### config.mk
export PLATFORM = sky130hd
export DESIGN_NAME = sorted_task_deadline_queue
export DESIGN_NICKNAME = d
export VERILOG_FILES = /design/src/rtl/stdq_pkg.sv /design/src/rtl/stdq_ram.sv /design/src/rtl/sorted_task_deadline_queue.sv
export SDC_FILE = /design/constraint.sdc
export NUM_CORES = 2
export LEC_CHECK = 0
export ABC_CLOCK_PERIOD_IN_PS = 4030
export BUFFER_PORTS_ARGS = -buffer_cell sky130_fd_sc_hd__buf_2
export CAP_MARGIN = 20
export CORE_MARGIN = 1
export CORE_UTILIZATION = 33
export CTS_CLUSTER_DIAMETER = 50
export DETAILED_ROUTE_END_ITERATION = 8
export MAX_ROUTING_LAYER = met4
export PLACE_DENSITY_LB_ADDON = 0.3
export SLEW_MARGIN = 20
export SYNTH_ARGS = -nofsm -noshare
export SYNTH_HDL_FRONTEND = slang
export SYNTH_SLANG_ARGS = --single-unit
### constraint.sdc
create_clock -name clk_i -period 4.03 [get_ports clk_i]
set_clock_uncertainty 0.05 [all_clocks]
set_input_delay 0.6045 -clock clk_i [delete_from_list [all_inputs] [get_ports clk_i]]
set_output_delay 0.6045 -clock clk_i [all_outputs]
set_load 0.02 [all_outputs]
### src/rtl/stdq_pkg.sv
// Package for the sorted task deadline queue.
// Holds the request and status codes and the fixed field widths.
// No dependencies.
package stdq_pkg;

  localparam int REQ_W   = 2;
  localparam int TASK_W  = 4;
  localparam int DELAY_W = 16;
  localparam int NOW_W   = 32;
  localparam int SLACK_W = 16;
  localparam int STAT_W  = 2;
  localparam int DL_W    = 32;

  // A tick pops at most this many entries; the rest wait for the next tick.
  localparam int MAX_RESULTS = 16;
  localparam int CNT_W       = $clog2(MAX_RESULTS + 1);

  // The last code is not a request; it only answers with one plain result.
  typedef enum logic [REQ_W-1:0] {
    REQ_INSERT = 2'd0,
    REQ_CANCEL = 2'd1,
    REQ_TICK   = 2'd2,
    REQ_UNUSED = 2'd3
  } req_e;

  typedef enum logic [STAT_W-1:0] {
    ST_OK          = 2'd0,
    ST_WAITING     = 2'd1,
    ST_NOT_WAITING = 2'd2
  } status_e;

endpackage

### src/rtl/stdq_ram.sv
// Simple dual-port RAM with one write port and one registered read port.
// Read data comes from a register. No dependencies.
module stdq_ram #(
  parameter int DEPTH = 16,
  parameter int WIDTH = 42
) (
  input  logic                     clk_i,
  input  logic                     we_i,
  input  logic [$clog2(DEPTH)-1:0] waddr_i,
  input  logic [WIDTH-1:0]         wdata_i,
  input  logic [$clog2(DEPTH)-1:0] raddr_i,
  output logic [WIDTH-1:0]         rdata_o
);

  logic [WIDTH-1:0] mem [DEPTH];
  logic [WIDTH-1:0] rdata_q;

  always_ff @(posedge clk_i) begin
    if (we_i) begin
      mem[waddr_i] <= wdata_i;
    end
    rdata_q <= mem[raddr_i];
  end

  assign rdata_o = rdata_q;

endmodule

### src/rtl/sorted_task_deadline_queue.sv
// Sorted task deadline queue: doubly linked list of task IDs in one RAM.
// Depends on stdq_pkg and stdq_ram.
//
//   Channel  | Direction | Handshake              | Payload
//   ---------+-----------+------------------------+-----------------------------------------
//   request  | in        | in_valid_i/in_stall_o  | req_type, task_id, delay, now_time
//   result   | out       | out_valid_o/out_stall_i| status, expired_*, last, queue_empty,
//            |           |                        | next_deadline
//   config   | in        | cfg_we_i               | cfg_wdata_i (expiry_slack)
//
// One request is worked on at a time. A cancel reads the task and patches its neighbours,
// an insert walks the list from the head past every entry that expires no later, and a
// tick pops due entries from the head up to the result cap, one result per popped entry,
// or one plain result when nothing is due. The single RAM read port is registered, so
// every list hop is a read and a wait.
// Reset clears the head pointer, the waiting bits and the control state; the RAM
// needs no clearing since an entry is only read while it is linked.
// A stalled result holds the machine before the next result, and a new request
// may be transferred while the last result of the previous one is still waiting.
module sorted_task_deadline_queue #(
  parameter int QUEUE_DEPTH = 16,
  parameter int TIME_WIDTH  = 32
) (
  input  logic                          clk_i,
  input  logic                          rst_ni,
  input  logic                          cfg_we_i,
  input  logic [stdq_pkg::SLACK_W-1:0]  cfg_wdata_i,
  input  logic                          in_valid_i,
  output logic                          in_stall_o,
  input  logic [stdq_pkg::REQ_W-1:0]    req_type_i,
  input  logic [stdq_pkg::TASK_W-1:0]   task_id_i,
  input  logic [stdq_pkg::DELAY_W-1:0]  delay_i,
  input  logic [stdq_pkg::NOW_W-1:0]    now_time_i,
  output logic                          out_valid_o,
  input  logic                          out_stall_i,
  output logic [stdq_pkg::STAT_W-1:0]   status_o,
  output logic                          expired_valid_o,
  output logic [stdq_pkg::TASK_W-1:0]   expired_task_o,
  output logic                          last_o,
  output logic                          queue_empty_o,
  output logic [stdq_pkg::DL_W-1:0]     next_deadline_o
);
  import stdq_pkg::*;

  localparam int IDX_W  = $clog2(QUEUE_DEPTH);
  localparam int LINK_W = $clog2(QUEUE_DEPTH + 1);
  localparam logic [LINK_W-1:0] LINK_NONE = LINK_W'(QUEUE_DEPTH);

  // One RAM word per task: forward link, backward link and expiry time.
  typedef struct packed {
    logic [LINK_W-1:0]     nxt;
    logic [LINK_W-1:0]     prv;
    logic [TIME_WIDTH-1:0] exp;
  } ent_t;

  typedef enum logic [3:0] {
    S_IDLE,
    S_INS_HD,
    S_INS_WALK,
    S_INS_NRD,
    S_LNK_CUR,
    S_LNK_T,
    S_LNK_NXT,
    S_TICK,
    S_UN_T,
    S_UN_P,
    S_UN_NX,
    S_UN_N,
    S_EMIT
  } state_e;

  function automatic logic lk_ok(input logic [LINK_W-1:0] l);
    return l < LINK_NONE;
  endfunction

  state_e                  state_q;
  logic [REQ_W-1:0]        req_q;
  logic [SLACK_W-1:0]      slack_q;
  logic [QUEUE_DEPTH-1:0]  waiting_q;
  logic [LINK_W-1:0]       head_q;
  logic [TIME_WIDTH-1:0]   head_exp_q;
  logic [IDX_W-1:0]        t_q;        // task being inserted or unlinked
  logic [TIME_WIDTH-1:0]   exp_q;
  logic [TIME_WIDTH-1:0]   limit_q;
  logic                    front_q;
  logic [LINK_W-1:0]       cur_q;
  logic [LINK_W-1:0]       nxt_q;
  ent_t                    cur_ent_q;
  ent_t                    nxt_ent_q;
  logic [LINK_W-1:0]       p_q;
  logic [LINK_W-1:0]       n_q;
  logic [CNT_W-1:0]        cnt_q;
  status_e                 stat_q;
  logic                    expv_q;

  logic                    out_valid_q;
  logic [STAT_W-1:0]       out_status_q;
  logic                    out_expv_q;
  logic [TASK_W-1:0]       out_task_q;
  logic                    out_last_q;
  logic                    out_empty_q;
  logic [DL_W-1:0]         out_dl_q;

  logic                    ram_we;
  logic [IDX_W-1:0]        ram_waddr;
  ent_t                    ram_wdata;
  logic [IDX_W-1:0]        ram_raddr;
  logic [$bits(ent_t)-1:0] ram_rdata;
  ent_t                    rd;

  logic                    in_acc;
  logic                    tid_ok;
  logic [IDX_W-1:0]        tid_idx;
  logic [TIME_WIDTH-1:0]   now_t;
  logic [TIME_WIDTH-1:0]   ins_exp;
  logic [TIME_WIDTH-1:0]   tick_limit;
  logic                    more_due;
  logic                    emit_last;
  logic                    out_free;

  assign rd         = ent_t'(ram_rdata);
  assign in_stall_o = (state_q != S_IDLE);
  assign in_acc     = in_valid_i && !in_stall_o;
  assign tid_ok     = (32'(task_id_i) < QUEUE_DEPTH);
  assign tid_idx    = IDX_W'(task_id_i);
  assign now_t      = TIME_WIDTH'(now_time_i);
  assign ins_exp    = now_t + TIME_WIDTH'(delay_i);
  assign tick_limit = now_t + TIME_WIDTH'(slack_q);
  assign out_free   = !out_valid_q || !out_stall_i;

  // Another pop follows when the cap is not reached and the new head is due.
  assign more_due  = (cnt_q < CNT_W'(MAX_RESULTS)) && lk_ok(head_q) && (head_exp_q <= limit_q);
  assign emit_last = !((req_q == REQ_TICK) && expv_q && more_due);

  stdq_ram #(
    .DEPTH(QUEUE_DEPTH),
    .WIDTH($bits(ent_t))
  ) u_ram (
    .clk_i  (clk_i),
    .we_i   (ram_we),
    .waddr_i(ram_waddr),
    .wdata_i(ram_wdata),
    .raddr_i(ram_raddr),
    .rdata_o(ram_rdata)
  );

  // RAM port control: reads look up the next hop; writes patch one link of a neighbour or write the new entry whole.
  always_comb begin
    ram_we    = 1'b0;
    ram_waddr = t_q;
    ram_wdata = '0;
    ram_raddr = IDX_W'(head_q);
    case (state_q)
      S_IDLE: begin
        if (req_type_i == REQ_CANCEL) begin
          ram_raddr = tid_idx;
        end
      end
      S_INS_WALK: ram_raddr = IDX_W'(cur_ent_q.nxt);
      S_UN_T:     ram_raddr = IDX_W'(rd.prv);
      S_UN_NX:    ram_raddr = IDX_W'(n_q);
      S_LNK_CUR: begin
        ram_we        = lk_ok(cur_q);
        ram_waddr     = IDX_W'(cur_q);
        ram_wdata     = cur_ent_q;
        ram_wdata.nxt = LINK_W'(t_q);
      end
      S_LNK_T: begin
        ram_we        = 1'b1;
        ram_wdata.nxt = nxt_q;
        ram_wdata.prv = cur_q;
        ram_wdata.exp = exp_q;
      end
      S_LNK_NXT: begin
        ram_we        = lk_ok(nxt_q);
        ram_waddr     = IDX_W'(nxt_q);
        ram_wdata     = nxt_ent_q;
        ram_wdata.prv = LINK_W'(t_q);
      end
      S_UN_P: begin
        ram_we        = 1'b1;
        ram_waddr     = IDX_W'(p_q);
        ram_wdata     = rd;
        ram_wdata.nxt = n_q;
      end
      S_UN_N: begin
        ram_we        = 1'b1;
        ram_waddr     = IDX_W'(n_q);
        ram_wdata     = rd;
        ram_wdata.prv = p_q;
      end
      default: ram_we = 1'b0;
    endcase
  end

  always_ff @(posedge clk_i or negedge rst_ni) begin
    if (!rst_ni) begin
      state_q     <= S_IDLE;
      slack_q     <= '0;
      waiting_q   <= '0;
      head_q      <= LINK_NONE;
      head_exp_q  <= '1;
      out_valid_q <= 1'b0;
      cnt_q       <= '0;
    end else begin
      if (cfg_we_i) begin
        slack_q <= cfg_wdata_i;
      end
      if (out_valid_q && !out_stall_i) begin
        out_valid_q <= 1'b0;
      end

      case (state_q)
        S_IDLE: begin
          if (in_acc) begin
            req_q   <= req_type_i;
            t_q     <= tid_idx;
            exp_q   <= ins_exp;
            limit_q <= tick_limit;
            cnt_q   <= '0;
            expv_q  <= 1'b0;
            stat_q  <= ST_OK;
            case (req_type_i)
              REQ_INSERT: begin
                if (!tid_ok) begin
                  stat_q  <= ST_NOT_WAITING;
                  state_q <= S_EMIT;
                end else if (waiting_q[tid_idx]) begin
                  stat_q  <= ST_WAITING;
                  state_q <= S_EMIT;
                end else if (!lk_ok(head_q)) begin
                  cur_q   <= LINK_NONE;
                  nxt_q   <= LINK_NONE;
                  state_q <= S_LNK_CUR;
                end else begin
                  front_q <= (head_exp_q > ins_exp);
                  state_q <= S_INS_HD;
                end
              end
              REQ_CANCEL: begin
                if (!lk_ok(head_q) || !tid_ok || !waiting_q[tid_idx]) begin
                  stat_q  <= ST_NOT_WAITING;
                  state_q <= S_EMIT;
                end else begin
                  state_q <= S_UN_T;
                end
              end
              REQ_TICK: state_q <= S_TICK;
              default:  state_q <= S_EMIT;
            endcase
          end
        end

        S_INS_HD: begin
          if (front_q) begin
            cur_q     <= LINK_NONE;
            nxt_q     <= head_q;
            nxt_ent_q <= rd;
            state_q   <= S_LNK_CUR;
          end else begin
            cur_q     <= head_q;
            cur_ent_q <= rd;
            state_q   <= S_INS_WALK;
          end
        end

        S_INS_WALK: begin
          nxt_q <= cur_ent_q.nxt;
          if (lk_ok(cur_ent_q.nxt)) begin
            state_q <= S_INS_NRD;
          end else begin
            state_q <= S_LNK_CUR;
          end
        end

        S_INS_NRD: begin
          // Stop before the first entry that expires strictly later.
          if (rd.exp > exp_q) begin
            nxt_ent_q <= rd;
            state_q   <= S_LNK_CUR;
          end else begin
            cur_q     <= nxt_q;
            cur_ent_q <= rd;
            state_q   <= S_INS_WALK;
          end
        end

        S_LNK_CUR: state_q <= S_LNK_T;

        S_LNK_T: begin
          waiting_q[t_q] <= 1'b1;
          if (!lk_ok(cur_q)) begin
            head_q     <= LINK_W'(t_q);
            head_exp_q <= exp_q;
          end
          state_q <= S_LNK_NXT;
        end

        S_LNK_NXT: state_q <= S_EMIT;

        S_TICK: begin
          if (more_due) begin
            t_q     <= IDX_W'(head_q);
            cnt_q   <= cnt_q + 1'b1;
            expv_q  <= 1'b1;
            state_q <= S_UN_T;
          end else begin
            expv_q  <= 1'b0;
            state_q <= S_EMIT;
          end
        end

        S_UN_T: begin
          p_q            <= rd.prv;
          n_q            <= rd.nxt;
          waiting_q[t_q] <= 1'b0;
          state_q        <= lk_ok(rd.prv) ? S_UN_P : S_UN_NX;
        end

        S_UN_P: state_q <= S_UN_NX;

        S_UN_NX: begin
          if (lk_ok(n_q)) begin
            state_q <= S_UN_N;
          end else begin
            if (!lk_ok(p_q)) begin
              head_q     <= LINK_NONE;
              head_exp_q <= '1;
            end
            state_q <= S_EMIT;
          end
        end

        S_UN_N: begin
          if (!lk_ok(p_q)) begin
            head_q     <= n_q;
            head_exp_q <= rd.exp;
          end
          state_q <= S_EMIT;
        end

        S_EMIT: begin
          if (out_free) begin
            out_valid_q  <= 1'b1;
            out_status_q <= stat_q;
            out_expv_q   <= expv_q;
            out_task_q   <= expv_q ? TASK_W'(t_q) : '0;
            out_last_q   <= emit_last;
            out_empty_q  <= !lk_ok(head_q);
            out_dl_q     <= lk_ok(head_q) ? DL_W'(head_exp_q) : '1;
            state_q      <= emit_last ? S_IDLE : S_TICK;
          end
        end

        default: state_q <= S_IDLE;
      endcase
    end
  end

  assign out_valid_o     = out_valid_q;
  assign status_o        = out_status_q;
  assign expired_valid_o = out_expv_q;
  assign expired_task_o  = out_task_q;
  assign last_o          = out_last_q;
  assign queue_empty_o   = out_empty_q;
  assign next_deadline_o = out_dl_q;

  // An empty list leaves no task marked as waiting.
  a_empty_none_waiting: assert property (@(posedge clk_i) disable iff (!rst_ni)
    (state_q == S_IDLE && !lk_ok(head_q)) |-> (waiting_q == '0))
    else $error("queue empty but a task is still marked waiting");

  // In the idle state the head of a nonempty list is a waiting task.
  a_head_waiting: assert property (@(posedge clk_i) disable iff (!rst_ni)
    (state_q == S_IDLE && lk_ok(head_q)) |-> waiting_q[IDX_W'(head_q)])
    else $error("list head is not a waiting task");

  // A tick never pops more than the result cap.
  a_pop_cap: assert property (@(posedge clk_i) disable iff (!rst_ni)
    cnt_q <= CNT_W'(MAX_RESULTS))
    else $error("pop count exceeded the cap");

  // A transferred request keeps the input stalled in the following cycle.
  a_busy_after_accept: assert property (@(posedge clk_i) disable iff (!rst_ni)
    in_acc |=> in_stall_o)
    else $error("request taken while the previous one is still in work");

endmodule
==> results.json <==
{
  "cts_tree": "yes",
  "synth-adder-area-share_pct": 3.78,
  "ys_top_cells_by_count": "edfxtp_1, nand2_1, a211oi_1, a21oi_1, clkbuf_1",
  "synth_compound_area_share_pct": 12.8,
  "synthMuxAreaShare_pct": 1.13,
  "ys_warn_count": 0,
  "drt_iter0_drc": 2613,
  "regToRegSetupSlack_ns": 0.44,
  "wl_met3_um": 5370,
  "worstSetupEndpointType": "flop",
  "grt_first_pass_wirelength_um": 170000,
  "h-tree-depth": 3,
  "core_area_um2": 131000,
  "reg2reg_from": "state_q[2]",
  "insertion_delay_ns": 0.69,
  "clockBufferDepth": 3,
  "critical_path_class": "in2reg",
  "wire_per_inst_um": 20.7,
  "yosysTopAreaCell": "edfxtp_1",
  "pwr-share-seq_pct": 37.4,
  "setup_violations": 0,
  "diodes": 0,
  "io_pins": 118,
  "row_count": 133,
  "worstPathMaxFanout": 8,
  "clockPowerShare_pct": 26.0,
  "dieArea_um2": 134000,
  "final-hold-violation-count": 0,
  "vias": 28100,
  "dpl_worst_slack_ns": -0.629,
  "postSynthAreaPerCell_um2": 13.0,
  "hold_depth": 2,
  "wl_met1_um": 50400,
  "portBuffers": 117,
  "max_cap_viol_count": 0,
  "die_w_um": 366,
  "synth_edf_count": 886,
  "design_power_total_mw": 40.5,
  "clock_sinks": 1007,
  "grt_max_degree": 95,
  "fin_crit_sh_pct": 95.4,
  "slew_headroom_pct": 46.7,
  "p_int_mw": 25.5,
  "drive_gt1_share_pct": 16.9,
  "worstSetupStartpointType": "input port",
  "pwr_density_cell_nw_per_um2": 785,
  "path_clk_slew_ns": 0.06,
  "ant_nets": 0,
  "synth.top_cell.area_share_pct": 60.8,
  "syn_inst": 3362,
  "syn_nets": 3568,
  "cts_made_buffers": 113,
  "synth_seq_cells": 1007,
  "synth_xor_area_share_pct": 1.54,
  "final_core_util_pct": 39.2,
  "fmax_ghz": 0.260,
  "hp-class": "in2reg",
  "worst_pin_slew_ns": 0.799,
  "synthArstFlopShare_pct": 7.85,
  "grt_pass1_vias": 27100,
  "switching_share_pct": 37.1,
  "synth-simple-area-share_pct": 10.6,
  "maxUsedRoutingLayer": "met4",
  "fillers": 12400,
  "synth_top_family_by_area": "compound AO/OA/AOI/OAI gates",
  "wl_met2_um": 54100,
  "start_util_pct": 33.3,
  "outcome": "finished clean",
  "yosys.cell_types.count": 74,
  "p_sw_mw": 15.0,
  "synth-main-ff-cell": "edfxtp_1",
  "layout.nets": 3775,
  "p_leak_nw": 18.3,
  "setup_ws_ns": 0.185,
  "ys_seq_area_share_pct": 67.4,
  "synth.top_cells.by_area": "edfxtp_1, nand2_1, ha_1",
  "wl_um": 112000,
  "cp.required_ns": 4.43,
  "netlist_area_um2": 43700,
  "drc": 0,
  "place.gp.congestion": 0.864,
  "ir_drop_mv": 0.598,
  "comb_power_share_pct": 36.6,
  "hold_ws_ns": 0.0955,
  "drv_slew": 0,
  "synthMostInstantiatedCell": "edfxtp_1",
  "vias_per_cell": 5.17,
  "design_area_um2": 51600,
  "dpl_cell_area_um2": 47700,
  "antenna_found_initial": 1,
  "hp-start": "cfg_wdata_i[14]",
  "worstPathArrival_ns": 4.24,
  "grtUsageTotal_pct": 16.9,
  "holdPathEnd": "slack_q[14]",
  "die_h_um": 366,
  "drt_first_pass_iters": 7,
  "cts_root_buf": "clkbuf_16",
  "reg2reg_to": "u_ram.rdata_o[0]",
  "period_needed_ns": 3.85,
  "area_growth_pct": 17.9,
  "overflow": 0,
  "dpl.hpwl_um": 68800,
  "worst-r2r-cell-count": 11
}
## how the worst max path moves through the flow
stage | from | endpoint | slack [ns] | depth (start not counted)
after floorplan | state_q[1] | u_ram.mem[7][0] | -0.13 | 7
after global placement | delay_i[0] | front_q | -0.60 | 18
after detailed placement | delay_i[0] | front_q | -0.63 | 18
after CTS | delay_i[0] | front_q | 0.10 | 18
after global routing | delay_i[0] | front_q | -0.002 | 19
final | delay_i[0] | front_q | 0.18 | 18
## state kept, by name, summed over array words and instances, names as in the netlist, 5 cells and up, named ones only
signal	cells
nxt_q	5
limit_q	32
slack_q	16
u_ram.mem	672
u_ram.rdata_o	42
head_q	5
head_exp_q	32
exp_q	32
n_q	5
cur_ent_q	42
next_deadline_o	32
cnt_q	5
nxt_ent_q	37
cur_q	5
p_q	5
## power by group through the flow
stage / Clock, mW / Combinational (mW) / Sequential, mW
2_1_floorplan: 0 / 9.90 / 14.9
5_1_grt: 11.1 / 16.4 / 15.3
3_3_place_gp: 0 / 14.8 / 15.3
3_5_place_dp: 0 / 14.9 / 15.3
6_report: 10.5 / 14.8 / 15.1
4_1_cts: 10.7 / 15.0 / 15.1
## stage by stage
stage                      TNS, ns  std cells
final                            0       5423
after global routing      -0.00169       5423
after CTS                        0       5422
after detailed placement    -0.629       5207
after global placement      -0.597       5207
after floorplan             -68.90       3362
## critical path, cell delays in order
cell,delay (ns)
buf_2,0.10
ha_1,0.21
fa_1,0.42
a21oi_2,0.22
o2111ai_1,0.19
a31o_2,0.28
a21o_1,0.20
a211o_1,0.27
a21o_2,0.30
and3_1,0.23
xnor2_1,0.16
ha_1,0.25
nand4_1,0.12
nor2_1,0.07
a21oi_1,0.12
o211ai_1,0.15
a211oi_1,0.23
a21oi_1,0.10
## repair_timing
action                                  in CTS  in global routing
endpoints found under the hold margin       26                  0
endpoints found under the setup margin       0                  1
setup buffers                                0                  1
hold buffers                                 1                  0
gates resized for setup                      0                  4
## routing by layer
layer	global-route usage, %	vias up
li1	-	13200
met1	22.7	14000
met2	26.8	731
met3	2.36	190
met4	4.48	0
met5	-	-
## final cells by class
class                   instances  area (um^2)  area share, %
flip-flops and latches       1007        29500           57.1
clock buffers                 145         3090           5.99
clock inverters                69          774           1.50
repair buffers                300         2430           4.71
multi-input cells            2052        13300           25.7
well taps                    1755         2200           4.26
inverters                      95          357          0.691
## logic make-up after synthesis
family,after synthesis
xor gates and xnor gates,77
buffers and inverters,303
adders and majority gates,131
DFF,1007
muxes,39
AOI/OAI and AO/OA,807
and+or+nand+nor,998
## placed cells by master, fill, tap and decap left out, drive strengths merged, types with 92 or more instances in the layout
cell    Yosys  routed
a21oi     151     151
a31oi      92      92
inv        95     108
and2      180     180
a211oi    214     214
edfxtp    886     886
ha        129     129
clkbuf    138     145
buf        70     299
nand2     543     543
Power figures use the tool's default switching activity.
